===== src/hdl/aks_pkg.sv =====
`default_nettype none

package aks_pkg;

	// widths of the beat fields
	localparam int ADC_BITS         = 10;
	localparam int LEVEL_BITS       = 8;
	localparam int KEY_BITS         = 4;
	localparam int S_TDATA_BITS     = ((ADC_BITS + 2 + 7) / 8) * 8;
	localparam int M_TDATA_BITS     = ((KEY_BITS + 7) / 8) * 8;
	localparam int CFG_INDEX_BITS   = 4;
	localparam int NUM_LIMITS       = 7;
	localparam int SLOT_BITS        = 3;

	// press timing
	localparam int LONG_PRESS_TICKS = 120;

	// result queue
	localparam int OUTQ_DEPTH       = 4;
	localparam int OUTQ_PTR_BITS    = $clog2(OUTQ_DEPTH);
	localparam int OUTQ_CNT_BITS    = $clog2(OUTQ_DEPTH + 1);

	typedef logic [LEVEL_BITS-1:0] level_t;
	typedef logic [KEY_BITS-1:0]   key_t;

	// register indexes
	localparam logic [CFG_INDEX_BITS-1:0] REG_PRESS_THRESHOLD = 4'd0;
	localparam logic [CFG_INDEX_BITS-1:0] REG_LEVEL0_LIMIT    = 4'd1;
	localparam logic [CFG_INDEX_BITS-1:0] REG_LEVEL1_LIMIT    = 4'd2;
	localparam logic [CFG_INDEX_BITS-1:0] REG_LEVEL2_LIMIT    = 4'd3;
	localparam logic [CFG_INDEX_BITS-1:0] REG_LEVEL3_LIMIT    = 4'd4;
	localparam logic [CFG_INDEX_BITS-1:0] REG_LEVEL4_LIMIT    = 4'd5;
	localparam logic [CFG_INDEX_BITS-1:0] REG_LEVEL5_LIMIT    = 4'd6;
	localparam logic [CFG_INDEX_BITS-1:0] REG_LEVEL6_LIMIT    = 4'd7;

	// register reset values
	localparam level_t RST_PRESS_THRESHOLD = 8'd240;
	localparam level_t RST_LEVEL0_LIMIT    = 8'd20;
	localparam level_t RST_LEVEL1_LIMIT    = 8'd50;
	localparam level_t RST_LEVEL2_LIMIT    = 8'd80;
	localparam level_t RST_LEVEL3_LIMIT    = 8'd110;
	localparam level_t RST_LEVEL4_LIMIT    = 8'd140;
	localparam level_t RST_LEVEL5_LIMIT    = 8'd170;
	localparam level_t RST_LEVEL6_LIMIT    = 8'd200;

	// key codes
	localparam key_t KC_MUTE     = 4'd0;
	localparam key_t KC_POWER    = 4'd1;
	localparam key_t KC_NAV      = 4'd2;
	localparam key_t KC_HOME     = 4'd3;
	localparam key_t KC_MODE     = 4'd4;
	localparam key_t KC_CAMERA   = 4'd5;
	localparam key_t KC_NEXT     = 4'd6;
	localparam key_t KC_PREV     = 4'd7;
	localparam key_t KC_FASTFWD  = 4'd8;
	localparam key_t KC_FASTBACK = 4'd9;
	localparam key_t KC_LONGEND  = 4'd10;

	// key slots
	localparam logic [SLOT_BITS-1:0] SLOT_0    = 3'd0;
	localparam logic [SLOT_BITS-1:0] SLOT_1    = 3'd1;
	localparam logic [SLOT_BITS-1:0] SLOT_2    = 3'd2;
	localparam logic [SLOT_BITS-1:0] SLOT_3    = 3'd3;
	localparam logic [SLOT_BITS-1:0] SLOT_4    = 3'd4;
	localparam logic [SLOT_BITS-1:0] SLOT_5    = 3'd5;
	localparam logic [SLOT_BITS-1:0] SLOT_6    = 3'd6;
	localparam logic [SLOT_BITS-1:0] SLOT_NONE = 3'd7;

	typedef enum logic [4:0] {
		ST_IDLE    = 5'b00001,
		ST_PRESS1  = 5'b00010,
		ST_PRESS2  = 5'b00100,
		ST_LONG    = 5'b01000,
		ST_RELEASE = 5'b10000
	} scan_state_t;

	typedef struct packed {
		level_t                       press_threshold;
		logic [NUM_LIMITS-1:0][LEVEL_BITS-1:0] level_limit;
	} cfg_t;

	// optional key code
	typedef struct packed {
		logic vld;
		key_t code;
	} key_opt_t;

	// results of one tick, in delivery order
	typedef struct packed {
		logic [1:0] num;
		key_t       code_a;
		key_t       code_b;
	} key_push_t;

	// first slot whose limit the level does not exceed
	function automatic logic [SLOT_BITS-1:0] slot_of(
		input level_t                                lvl,
		input logic [NUM_LIMITS-1:0][LEVEL_BITS-1:0] lim
	);
		logic [SLOT_BITS-1:0] s;
		s = SLOT_NONE;
		for (int i = NUM_LIMITS - 1; i >= 0; i--) begin
			if (lvl <= lim[i]) begin
				s = SLOT_BITS'(i);
			end
		end
		return s;
	endfunction

	function automatic key_opt_t short_code(input logic [SLOT_BITS-1:0] s, input logic pw);
		key_opt_t k;
		k.vld = 1'b1;
		case (s)
			SLOT_0:  k.code = pw ? KC_POWER : KC_MUTE;
			SLOT_1:  k.code = KC_NAV;
			SLOT_2:  k.code = KC_HOME;
			SLOT_3:  k.code = KC_MODE;
			SLOT_4:  k.code = KC_CAMERA;
			SLOT_5:  k.code = KC_NEXT;
			SLOT_6:  k.code = KC_PREV;
			default: begin
				k.vld  = 1'b0;
				k.code = KC_MUTE;
			end
		endcase
		return k;
	endfunction

	function automatic key_opt_t long_code(input logic [SLOT_BITS-1:0] s);
		key_opt_t k;
		k.vld = 1'b1;
		case (s)
			SLOT_0:  k.code = KC_POWER;
			SLOT_5:  k.code = KC_FASTFWD;
			SLOT_6:  k.code = KC_FASTBACK;
			default: begin
				k.vld  = 1'b0;
				k.code = KC_MUTE;
			end
		endcase
		return k;
	endfunction

endpackage

`default_nettype wire


===== src/hdl/aks_cfg_regs.sv =====
`default_nettype none

module aks_cfg_regs (
	input  wire logic                                clk,
	input  wire logic                                arst_n,
	input  wire logic                                cfg_valid,
	output logic                                     cfg_ready,
	input  wire logic [aks_pkg::CFG_INDEX_BITS-1:0]  cfg_index,
	input  wire logic [aks_pkg::LEVEL_BITS-1:0]      cfg_data,
	output aks_pkg::cfg_t                            cfg
);
	import aks_pkg::*;

	cfg_t cfg_q;

	// writes are always taken
	assign cfg_ready = 1'b1;
	assign cfg       = cfg_q;

	// register file, unknown indexes dropped
	always_ff @(posedge clk or negedge arst_n) begin
		if (!arst_n) begin
			cfg_q.press_threshold <= RST_PRESS_THRESHOLD;
			cfg_q.level_limit[0]  <= RST_LEVEL0_LIMIT;
			cfg_q.level_limit[1]  <= RST_LEVEL1_LIMIT;
			cfg_q.level_limit[2]  <= RST_LEVEL2_LIMIT;
			cfg_q.level_limit[3]  <= RST_LEVEL3_LIMIT;
			cfg_q.level_limit[4]  <= RST_LEVEL4_LIMIT;
			cfg_q.level_limit[5]  <= RST_LEVEL5_LIMIT;
			cfg_q.level_limit[6]  <= RST_LEVEL6_LIMIT;
		end else if (cfg_valid) begin
			case (cfg_index)
				REG_PRESS_THRESHOLD: cfg_q.press_threshold <= cfg_data;
				REG_LEVEL0_LIMIT:    cfg_q.level_limit[0]  <= cfg_data;
				REG_LEVEL1_LIMIT:    cfg_q.level_limit[1]  <= cfg_data;
				REG_LEVEL2_LIMIT:    cfg_q.level_limit[2]  <= cfg_data;
				REG_LEVEL3_LIMIT:    cfg_q.level_limit[3]  <= cfg_data;
				REG_LEVEL4_LIMIT:    cfg_q.level_limit[4]  <= cfg_data;
				REG_LEVEL5_LIMIT:    cfg_q.level_limit[5]  <= cfg_data;
				REG_LEVEL6_LIMIT:    cfg_q.level_limit[6]  <= cfg_data;
				default: ;
			endcase
		end
	end

endmodule

`default_nettype wire


===== src/hdl/aks_scan_fsm.sv =====
`default_nettype none

module aks_scan_fsm (
	input  wire logic                              clk,
	input  wire logic                              arst_n,
	input  wire logic                              s_tvalid,
	output logic                                   s_tready,
	input  wire logic [aks_pkg::S_TDATA_BITS-1:0]  s_tdata,
	input  wire aks_pkg::cfg_t                     cfg,
	input  wire logic                              q_room,
	output aks_pkg::key_push_t                     push
);
	import aks_pkg::*;

	logic        valid_s1;
	level_t      lvl_s1;
	logic        acc_s1;
	logic        pw_s1;

	scan_state_t state_q, state_d;
	level_t      held_q, held_d;
	level_t      hold_q, hold_d;

	logic        accept;
	logic        advance;
	logic        up;
	logic        same;
	level_t      hold_inc;
	logic [SLOT_BITS-1:0] slot;
	key_opt_t    sc, lc;
	key_opt_t    opt_a, opt_b;

	// input stage moves on once the queue can take two results
	assign advance  = valid_s1 && q_room;
	assign s_tready = !valid_s1 || q_room;
	assign accept   = s_tvalid && s_tready;

	always_ff @(posedge clk or negedge arst_n) begin
		if (!arst_n) begin
			valid_s1 <= 1'b0;
		end else if (accept) begin
			valid_s1 <= 1'b1;
		end else if (advance) begin
			valid_s1 <= 1'b0;
		end
	end

	// input register, level is the top bits of the sample
	always_ff @(posedge clk) begin
		if (accept) begin
			lvl_s1 <= s_tdata[ADC_BITS-1 -: LEVEL_BITS];
			acc_s1 <= s_tdata[ADC_BITS];
			pw_s1  <= s_tdata[ADC_BITS+1];
		end
	end

	// key decode of the latched level
	assign up       = lvl_s1 >= cfg.press_threshold;
	assign same     = lvl_s1 == held_q;
	assign hold_inc = hold_q + 8'd1;
	assign slot     = slot_of(held_q, cfg.level_limit);
	assign sc       = short_code(slot, pw_s1);
	assign lc       = long_code(slot);

	// scanner next state and results
	always_comb begin
		state_d = state_q;
		held_d  = held_q;
		hold_d  = hold_q;
		opt_a   = '0;
		opt_b   = '0;
		if (acc_s1) begin
			case (state_q)
				ST_IDLE: begin
					if (!up) begin
						state_d = ST_PRESS1;
						hold_d  = '0;
						held_d  = lvl_s1;
					end
				end
				ST_PRESS1: begin
					state_d = same ? ST_PRESS2 : ST_IDLE;
				end
				ST_PRESS2: begin
					if (same) begin
						state_d = ST_LONG;
						hold_d  = '0;
					end else begin
						state_d = ST_IDLE;
					end
				end
				ST_LONG: begin
					hold_d = hold_inc;
					if (hold_inc > LEVEL_BITS'(LONG_PRESS_TICKS)) begin
						opt_a   = lc;
						state_d = ST_RELEASE;
					end
					if (up) begin
						opt_b   = sc;
						state_d = ST_RELEASE;
					end
				end
				ST_RELEASE: begin
					if (up) begin
						state_d = ST_IDLE;
						if (hold_q > LEVEL_BITS'(LONG_PRESS_TICKS)) begin
							hold_d     = '0;
							opt_b.vld  = 1'b1;
							opt_b.code = KC_LONGEND;
						end
					end
				end
				default: begin
					state_d = ST_IDLE;
				end
			endcase
		end
	end

	// pack results, first valid one leads
	always_comb begin
		push.num    = advance ? ({1'b0, opt_a.vld} + {1'b0, opt_b.vld}) : 2'd0;
		push.code_a = opt_a.vld ? opt_a.code : opt_b.code;
		push.code_b = opt_b.code;
	end

	// scanner state
	always_ff @(posedge clk or negedge arst_n) begin
		if (!arst_n) begin
			state_q <= ST_IDLE;
			held_q  <= '0;
			hold_q  <= '0;
		end else if (advance) begin
			state_q <= state_d;
			held_q  <= held_d;
			hold_q  <= hold_d;
		end
	end

`ifndef SYNTHESIS
	a_hold_bounded: assert property (@(posedge clk) disable iff (!arst_n)
		hold_q <= LEVEL_BITS'(LONG_PRESS_TICKS + 1))
		else $error("hold counter ran past the long press limit");

	a_pair_no_longend: assert property (@(posedge clk) disable iff (!arst_n)
		push.num == 2'd2 |-> (push.code_b != KC_LONGEND && state_q == ST_LONG))
		else $error("two results from a tick outside the long state");

	a_state_holds: assert property (@(posedge clk) disable iff (!arst_n)
		!advance |=> ($stable(state_q) && $stable(hold_q) && $stable(held_q)))
		else $error("scanner state moved without an item");
`endif

endmodule

`default_nettype wire


===== src/hdl/aks_out_queue.sv =====
`default_nettype none

module aks_out_queue (
	input  wire logic                              clk,
	input  wire logic                              arst_n,
	input  wire aks_pkg::key_push_t                push,
	output logic                                   q_room,
	output logic                                   m_tvalid,
	input  wire logic                              m_tready,
	output logic [aks_pkg::M_TDATA_BITS-1:0]       m_tdata,
	output logic                                   m_tlast
);
	import aks_pkg::*;

	key_t                     code_mem [OUTQ_DEPTH];
	logic                     last_mem [OUTQ_DEPTH];
	logic [OUTQ_PTR_BITS-1:0] wp_q, rp_q, wp_nx;
	logic [OUTQ_CNT_BITS-1:0] cnt_q;
	logic                     pop;

	assign pop      = m_tvalid && m_tready;
	assign wp_nx    = wp_q + 1'b1;
	assign q_room   = cnt_q <= OUTQ_CNT_BITS'(OUTQ_DEPTH - 2);
	assign m_tvalid = cnt_q != '0;
	assign m_tdata  = {{(M_TDATA_BITS - KEY_BITS){1'b0}}, code_mem[rp_q]};
	assign m_tlast  = last_mem[rp_q];

	// result storage, up to two entries written per beat
	always_ff @(posedge clk) begin
		if (push.num != 2'd0) begin
			code_mem[wp_q] <= push.code_a;
			last_mem[wp_q] <= push.num == 2'd1;
		end
		if (push.num == 2'd2) begin
			code_mem[wp_nx] <= push.code_b;
			last_mem[wp_nx] <= 1'b1;
		end
	end

	// pointers and fill count
	always_ff @(posedge clk or negedge arst_n) begin
		if (!arst_n) begin
			wp_q  <= '0;
			rp_q  <= '0;
			cnt_q <= '0;
		end else begin
			wp_q  <= wp_q + OUTQ_PTR_BITS'(push.num);
			rp_q  <= rp_q + OUTQ_PTR_BITS'(pop);
			cnt_q <= cnt_q + OUTQ_CNT_BITS'(push.num) - OUTQ_CNT_BITS'(pop);
		end
	end

`ifndef SYNTHESIS
	a_cnt_bounded: assert property (@(posedge clk) disable iff (!arst_n)
		cnt_q <= OUTQ_CNT_BITS'(OUTQ_DEPTH))
		else $error("result queue overfilled");

	a_push_room: assert property (@(posedge clk) disable iff (!arst_n)
		push.num != 2'd0 |-> q_room)
		else $error("results written without room");

	a_pop_drains: assert property (@(posedge clk) disable iff (!arst_n)
		(pop && push.num == 2'd0) |=> cnt_q == $past(cnt_q) - 1'b1)
		else $error("fill count off after a beat left");
`endif

endmodule

`default_nettype wire


===== src/hdl/adc_ladder_key_scanner.sv =====
`default_nettype none

// Resistor-ladder keypad scanner. Each input beat is one 10 ms tick: the top eight bits of
// the ADC sample form the level, a level below press_threshold starts a press, two more
// equal levels confirm it, a hold longer than 120 ticks gives the long code, release gives
// the short code or, after a long press, a long-end marker. A tick gives zero, one or two
// result beats, the final one of the tick flagged by m_tlast. One input beat is accepted
// every cycle unless the input register is held; a beat waits there until its results are
// written to the queue, which raises m_tvalid. Results drain one beat a cycle while m_tready
// is high, through a four-entry queue, and the input register holds while that queue has
// fewer than two free entries, so a run of two-result ticks is paced by the drain.
// Configuration writes are taken at once and belong to idle periods.
module adc_ladder_key_scanner (
	input  wire logic                              clk,
	input  wire logic                              arst_n,
	input  wire logic                              s_tvalid,
	output logic                                   s_tready,
	// adc_sample, accessory_on, power_wait
	input  wire logic [aks_pkg::S_TDATA_BITS-1:0]  s_tdata,
	output logic                                   m_tvalid,
	input  wire logic                              m_tready,
	// key_code
	output logic [aks_pkg::M_TDATA_BITS-1:0]       m_tdata,
	output logic                                   m_tlast,
	input  wire logic                              cfg_valid,
	output logic                                   cfg_ready,
	input  wire logic [aks_pkg::CFG_INDEX_BITS-1:0] cfg_index,
	input  wire logic [aks_pkg::LEVEL_BITS-1:0]    cfg_data
);
	import aks_pkg::*;

	cfg_t      cfg;
	key_push_t push;
	logic      q_room;

	// configuration registers
	aks_cfg_regs u_regs (
		.clk       (clk),
		.arst_n    (arst_n),
		.cfg_valid (cfg_valid),
		.cfg_ready (cfg_ready),
		.cfg_index (cfg_index),
		.cfg_data  (cfg_data),
		.cfg       (cfg)
	);

	// debounce and key decode
	aks_scan_fsm u_fsm (
		.clk      (clk),
		.arst_n   (arst_n),
		.s_tvalid (s_tvalid),
		.s_tready (s_tready),
		.s_tdata  (s_tdata),
		.cfg      (cfg),
		.q_room   (q_room),
		.push     (push)
	);

	// result queue
	aks_out_queue u_outq (
		.clk      (clk),
		.arst_n   (arst_n),
		.push     (push),
		.q_room   (q_room),
		.m_tvalid (m_tvalid),
		.m_tready (m_tready),
		.m_tdata  (m_tdata),
		.m_tlast  (m_tlast)
	);

endmodule

`default_nettype wire

===== config.mk =====
export PLATFORM = sky130hd
export DESIGN_NAME = adc_ladder_key_scanner
export DESIGN_NICKNAME = d
export VERILOG_FILES = /design/src/hdl/aks_pkg.sv /design/src/hdl/aks_cfg_regs.sv /design/src/hdl/aks_scan_fsm.sv /design/src/hdl/aks_out_queue.sv /design/src/hdl/adc_ladder_key_scanner.sv
export SDC_FILE = /design/constraint.sdc
export NUM_CORES = 1
export LEC_CHECK = 0
export BUFFER_PORTS_ARGS = -buffer_cell sky130_fd_sc_hd__buf_2
export CORE_MARGIN = 2
export CORE_UTILIZATION = 57
export DETAILED_ROUTE_END_ITERATION = 10
export PLACE_DENSITY = 0.75
export SLEW_MARGIN = 20
export SYNTH_ARGS = -nofsm -noshare
export SYNTH_HDL_FRONTEND = slang
export SYNTH_HIERARCHICAL = 1
export SYNTH_SLANG_ARGS = --single-unit

===== constraint.sdc =====
create_clock -name clk -period 5.7 [get_ports clk]
set_clock_uncertainty 0.2 [all_clocks]
set_input_delay 0 -clock clk [delete_from_list [all_inputs] [get_ports clk]]
set_output_delay 0 -clock clk [all_outputs]
set_load 0.02 [all_outputs]

Word-level counts from Yosys, hierarchy flattened
Memories as Yosys holds them, arrays and structs flattened.
Cells that the tools add are included.
{"block": "classes", "order_cmp": 11, "add_sub_neg": 7, "eq_ne": 26, "bitwise_logic": 1, "n_mux": 40, "n_reduce_logical": 24}
{"op": "<= comparator 8 bit", "n": 7}
{"op": "2-to-1 mux 5 bit", "n": 11}
{"op": "2-to-1 mux 8 bit", "n": 4}
{"op": "case mux 8 bit (4 select lines)", "n": 1}
{"op": "case mux 4 bit (7 select lines)", "n": 1}
{"op": "case mux 5 bit (5 select lines)", "n": 1}
{"op": "== test 4 x 3 -> 1 bit (second input constant)", "n": 4}
{"op": "greater-than comparator 8 x 7 -> 1 bit (second input constant)", "n": 2}
{"op": "AND reduction 2 bit", "n": 8}
{"op": "2-to-1 mux 3 bit", "n": 5}
{"op": "case mux 4 bit (3 select lines)", "n": 1}
{"op": "2-to-1 mux 1 bit", "n": 10}
{"op": "case mux 5 bit (2 select lines)", "n": 1}
{"op": "== test 3 bit (second input constant)", "n": 3}
{"op": "adder 8 x 1 -> 8 bit (second input constant)", "n": 1}
{"op": "== test 4 x 2 -> 1 bit (second input constant)", "n": 2}
{"op": "== test 8 bit", "n": 1}
{"op": ">= comparator 8 bit", "n": 1}
{"op": "2-to-1 mux 4 bit", "n": 2}
{"op": "AND reduction 7 bit", "n": 1}
{"op": "OR reduction 7 bit", "n": 1}
{"op": "== test 3 x 2 -> 1 bit (second input constant)", "n": 2}
{"op": "2-to-1 mux 2 bit", "n": 3}
{"op": "inequality test 2 x 1 -> 1 bit (second input constant)", "n": 3}
{"op": "other kinds (30)", "n": 33}
{"block": "word_totals", "out_inout_bits": 12, "reg_bits": 103, "mem_count": 2, "inputBits": 33, "word_cells": 129, "mem_bits_rw": 20}
{"name": "u_outq.code_mem", "depth": 4, "width": 4, "rd": 1, "rd_ports_with_merged_regs": 0, "wr": 2, "line_no": "aks_out_queue.sv:15", "rtl": "key_t code_mem [OUTQ_DEPTH];"}
{"name": "u_outq.last_mem", "depth": 4, "width": 1, "rd": 1, "rd_ports_with_merged_regs": 0, "wr": 2, "line_no": "aks_out_queue.sv:16", "rtl": "logic last_mem [OUTQ_DEPTH];"}

Depth between registers and ports, before layout
{"block": "logic_depth", "depth_word": 19, "depth_mapped": 23, "mapped_depth_nobuf": 22}

By module
The synthesis kept the hierarchy.
{"module": "aks_scan_fsm", "cells_per_inst": 421, "n_inst": 1, "area_each_um2": 3628.5, "seq_area_each_um2": 852.1}
{"module": "aks_cfg_regs", "cells_per_inst": 146, "n_inst": 1, "area_each_um2": 2531.2, "seq_area_each_um2": 1634.1}
{"module": "aks_out_queue", "cells_per_inst": 109, "n_inst": 1, "area_each_um2": 1496.4, "seq_area_each_um2": 735.7}

Least setup slack after synthesis
No wires, ideal clock.
{"block": "synth_timing", "path_type": "register to register", "start": "reg u_regs.cfg_q (netlist bit u_regs/cfg[25])", "end": "reg u_outq.cnt_q[2]", "t_required_ns": 5.377, "path_buffers": 1, "slack_ns": 1.115, "synth_period_minus_slack_ns": 4.585, "arrival_ns": 4.262, "stages_incl_launch_ff": 24, "setup_ns": 0.123, "path_cell_list": "dfstp_2 > inv_1 > ha_1 > nor2b_1 > o211ai_1 > a21oi_1 > o21ai_0 > nand2b_1 > nand2b_1 > o21bai_1 > ha_1 > or2_2 > nor3_1 > o41ai_1 > o211ai_1 > nand2b_1 > ha_1 > and3_1 > buf_6 > inv_1 > ha_1 > fa_1 > xor2_1 > xnor2_1"}
{"item": "start, declared", "line_no": "aks_cfg_regs.sv:14", "rtl": "cfg_t cfg_q;"}
{"item": "end signal, assigned", "line_no": "aks_out_queue.sv:49", "rtl": "cnt_q <= cnt_q + OUTQ_CNT_BITS'(push.num) - OUTQ_CNT_BITS'(pop);"}
{"item": "end, declared", "line_no": "aks_out_queue.sv:18", "rtl": "logic [OUTQ_CNT_BITS-1:0] cnt_q;"}

==> metrics.csv <==
metric,value,unit
Synth cell types,71,
vias per std cell,5.84,
CTS tree,built,
CP max FO,9,
vias post-DR,5451,
Mapped Cells,676,
Synth Cell Area,7660,sq um
Max Fclk,0.190,GHz
die area,14400,sq um
Hold Path Cell Cnt,2,
Die X,120,um
critical path startpoint category,register,
DRC,0,
busiest grt layer,met2,
Placement Setup Slack,0.489,ns
share of cells above drive strength 1,26.6,%
Post-synth top cells,"76 x ha_1, 76 x inv_1, 73 x mux2_2",
area occupied by multi-input gates,4010,sq um
Worst-path clk slew,0.05,ns
switching share of power,36.0,%
Pint,2.41,mW
postcts setup bufs,0,
initial antenna violation count,0,
Comb power frac,37.5,%
Static Leakage,4.06,nW
grt total ovfl,0,
Psw,1.36,mW
top area cells in the synthesized netlist,"dfrtp_1 22%, ha_1 12%, mux2_2 11%",
max cap viols,0,
R2R depth,19,
async set or reset register ratio after synthesis,75.6,%
row cnt,42,
crit end category,register,
Area Growth Syn to Fin,15.2,%
largest net degree at the start of global routing,46,
CP Data Required Time,5.80,ns
antenna diode count,0,
Worst-Skew Late Latency,0.42,ns
DR pass1 iterations,5,
status,"complete, no violations",
initial core utilization,58.0,%
worst slew pin tran,0.836,ns
Post-synth EDFFs,26,
synthesized flop and latch total,123,
Sequential Power Share,35.7,%
final worst-path cycle share,92.5,%
global-route wire length before repair,27900,um
routed len/inst,18.1,um
TNS Setup,0,ns
Hold Crit Class,in -> reg,
cell taking the most area after synthesis,dfrtp_1,
total global-route track usage,25.4,%
Final Hold Fails,0,
Finish-stage setup viols,0,
total power density per cell area,427,nW/um^2
PortBufs,33,
hpwl dp,11100,um
Non-Filler Instances,934,
unrepaired setup endpoints after global routing,no,
"Seq/Total Area, Yosys",42.1,%
Core ar.,13200,sq um
initial DRC count,427,
CP max stage delay,0.67,ns
Post-DRT Antenna Nets,0,
GR Layer Usage met3,4.94,%
GR Util met1,31.5,%
Fillers,958,
IO Count,45,
"wirelength, routed",16900,um
H-tree depth,4,
WS Path Type,reg -> reg,
crit path time final,5.27,ns
met2 Track Usage GR,43.6,%
VDD IR max,0.225,mV
CP most frequent cell,ha_1,
Final Net Count,855,
Clock Power Share,26.9,%
TritonCTS buffer count,17,
Syn. warnings,6,
max-slew violation count,0,
clock sinks,123,
Placer Congestion,0.830,
syn avg cell area,11.3,sq um
final setup slack of the worst path,0.426,ns
chip height,120,um
Synth Flop Type,dfrtp_1,
sequential cell area,3220,sq um
vias in the first global route,5642,
crit path cell chain,ha_1 > a21oi_1 > a21oi_1 > o21ai_0 > or2_2 > a21oi_1 > ha_1 > or2_2 > nor3_1 > o41ai_1 > o211ai_1 > nand2b_1 > ha_1 > and3_1 > inv_1 > ha_1 > fa_1 > xor2_1 > xnor2_1,
Slew Limit Headroom,43.6,%
slowest cell on the critical path,o21ai_0,
dpl cells,868,
Worst EP arrival,5.37,ns
worst-case clock buffer depth,2,
Synth top area share,21.6,%
clk root buf,clkbuf_16,
-- final timing paths --
| kind | from | to | slack (ns) |
|---|---|---|---|
| min in group asynchronous | arst_n | u_regs/cfg[43] | 0.10 |
| max in group asynchronous | arst_n | u_outq/wp_q[0] | 4.56 |
| hold reg to reg | u_outq/last_mem[2] | u_outq/last_mem[2] | 0.26 |
| hold / removal | s_tdata[9] | u_fsm/lvl_s1[7] | 0.09 |
| setup reg to reg | u_fsm/held_q[3] | u_outq/cnt_q[2] | 0.43 |
| setup / recovery | u_fsm/held_q[3] | u_outq/cnt_q[2] | 0.43 |
-- cell type report --
cell class	count	area share [%]
flip-flops and latches	123	36.5
multi-input cells	458	45.4
inverters	76	3.23
well taps	176	2.50
repair buffers	69	6.04
clock buffers	21	5.11
clock inverters	11	1.15
-- layer usage --
metal  up-vias  wire length [um]
met3        34               612
met5         -                 0
met2       116              8520
li1       2567                 -
met1      2734              7380
met4         0               406
-- timing repair --
action,CTS,global route
hold endpoints to repair,126,0
gates resized for setup,0,1
hold buffers,34,0
setup endpoints to repair,0,4
-- placed cells by master (no fill, tap or decap), types with 12 or more instances in the layout --
cell and instances:
nand2_1 24, nand3_1 13, a21oi_1 35, clkbuf_16 17
dfstp_2 27, a21o_1 12, buf_2 32, ha_1 76
nor2_1 17, o21ai_0 15, dlygate4sd3_1 33, edfxtp_1 26
dfrtp_1 66, inv_1 76, mux2_2 73, nand4_1 16
-- logic make-up after synthesis --
| group | count (synthesis) | share of synthesized area [%] |
|---|---|---|
| and+or+nand+nor | 147 | 12.0 |
| DFF | 123 | 42.1 |
| AOI/OAI and AO/OA | 113 | 9.69 |
| muxes | 99 | 15.7 |
| buffers and inverters | 98 | 5.74 |
| adders and majority gates | 77 | 12.7 |
| xor gates and xnor gates | 17 | 1.94 |
| other | 2 | 0.0981 |
-- state kept, by name, summed over array words and instances (netlist names) --
name,cells
u_outq/wp_q,2
u_fsm/state_q,5
u_fsm/held_q,8
u_fsm/acc_s1,1
u_outq/cnt_q,3
u_outq/code_mem,16
u_outq/last_mem,4
u_fsm/valid_s1,1
u_fsm/hold_q,8
u_fsm/lvl_s1,8
u_outq/rp_q,2
u_fsm/pw_s1,1
u_regs/cfg,64
-- power groups by stage --
stage                     Clock, mW  Combinational, mW  Sequential, mW
after CTS                      1.02               1.38            1.34
after floorplan                   0               1.07            1.25
after global placement            0               1.26            1.34
after global routing           1.07               1.59            1.37
final                          1.01               1.41            1.34
after detailed placement          0               1.34            1.35
-- per-stage QoR --
stage	power, mW	hold slack, ns	cell area [sq um]	util [%]
floorplan	2.32	-0.496	7670	-
global placement	2.60	-0.157	7920	60.0
detailed placement	2.69	-0.142	7920	60.0
CTS	3.74	0.0693	8820	66.9
global route	4.03	0.0836	8820	66.9
finish	3.76	0.0869	8820	66.9
-- worst max-delay path: cells and delay by family, from the launching register on --
family	cells	cell delay, ns
adder cells (fa/ha/maj)	5	1.47
AND/OR/NAND/NOR	5	1.02
flip-flops	1	0.66
AO/OA/AOI/OAI	6	1.31
XOR/XNOR	2	0.29
buffers and inverters	1	0.19
(Power assumes the default switching activity.)
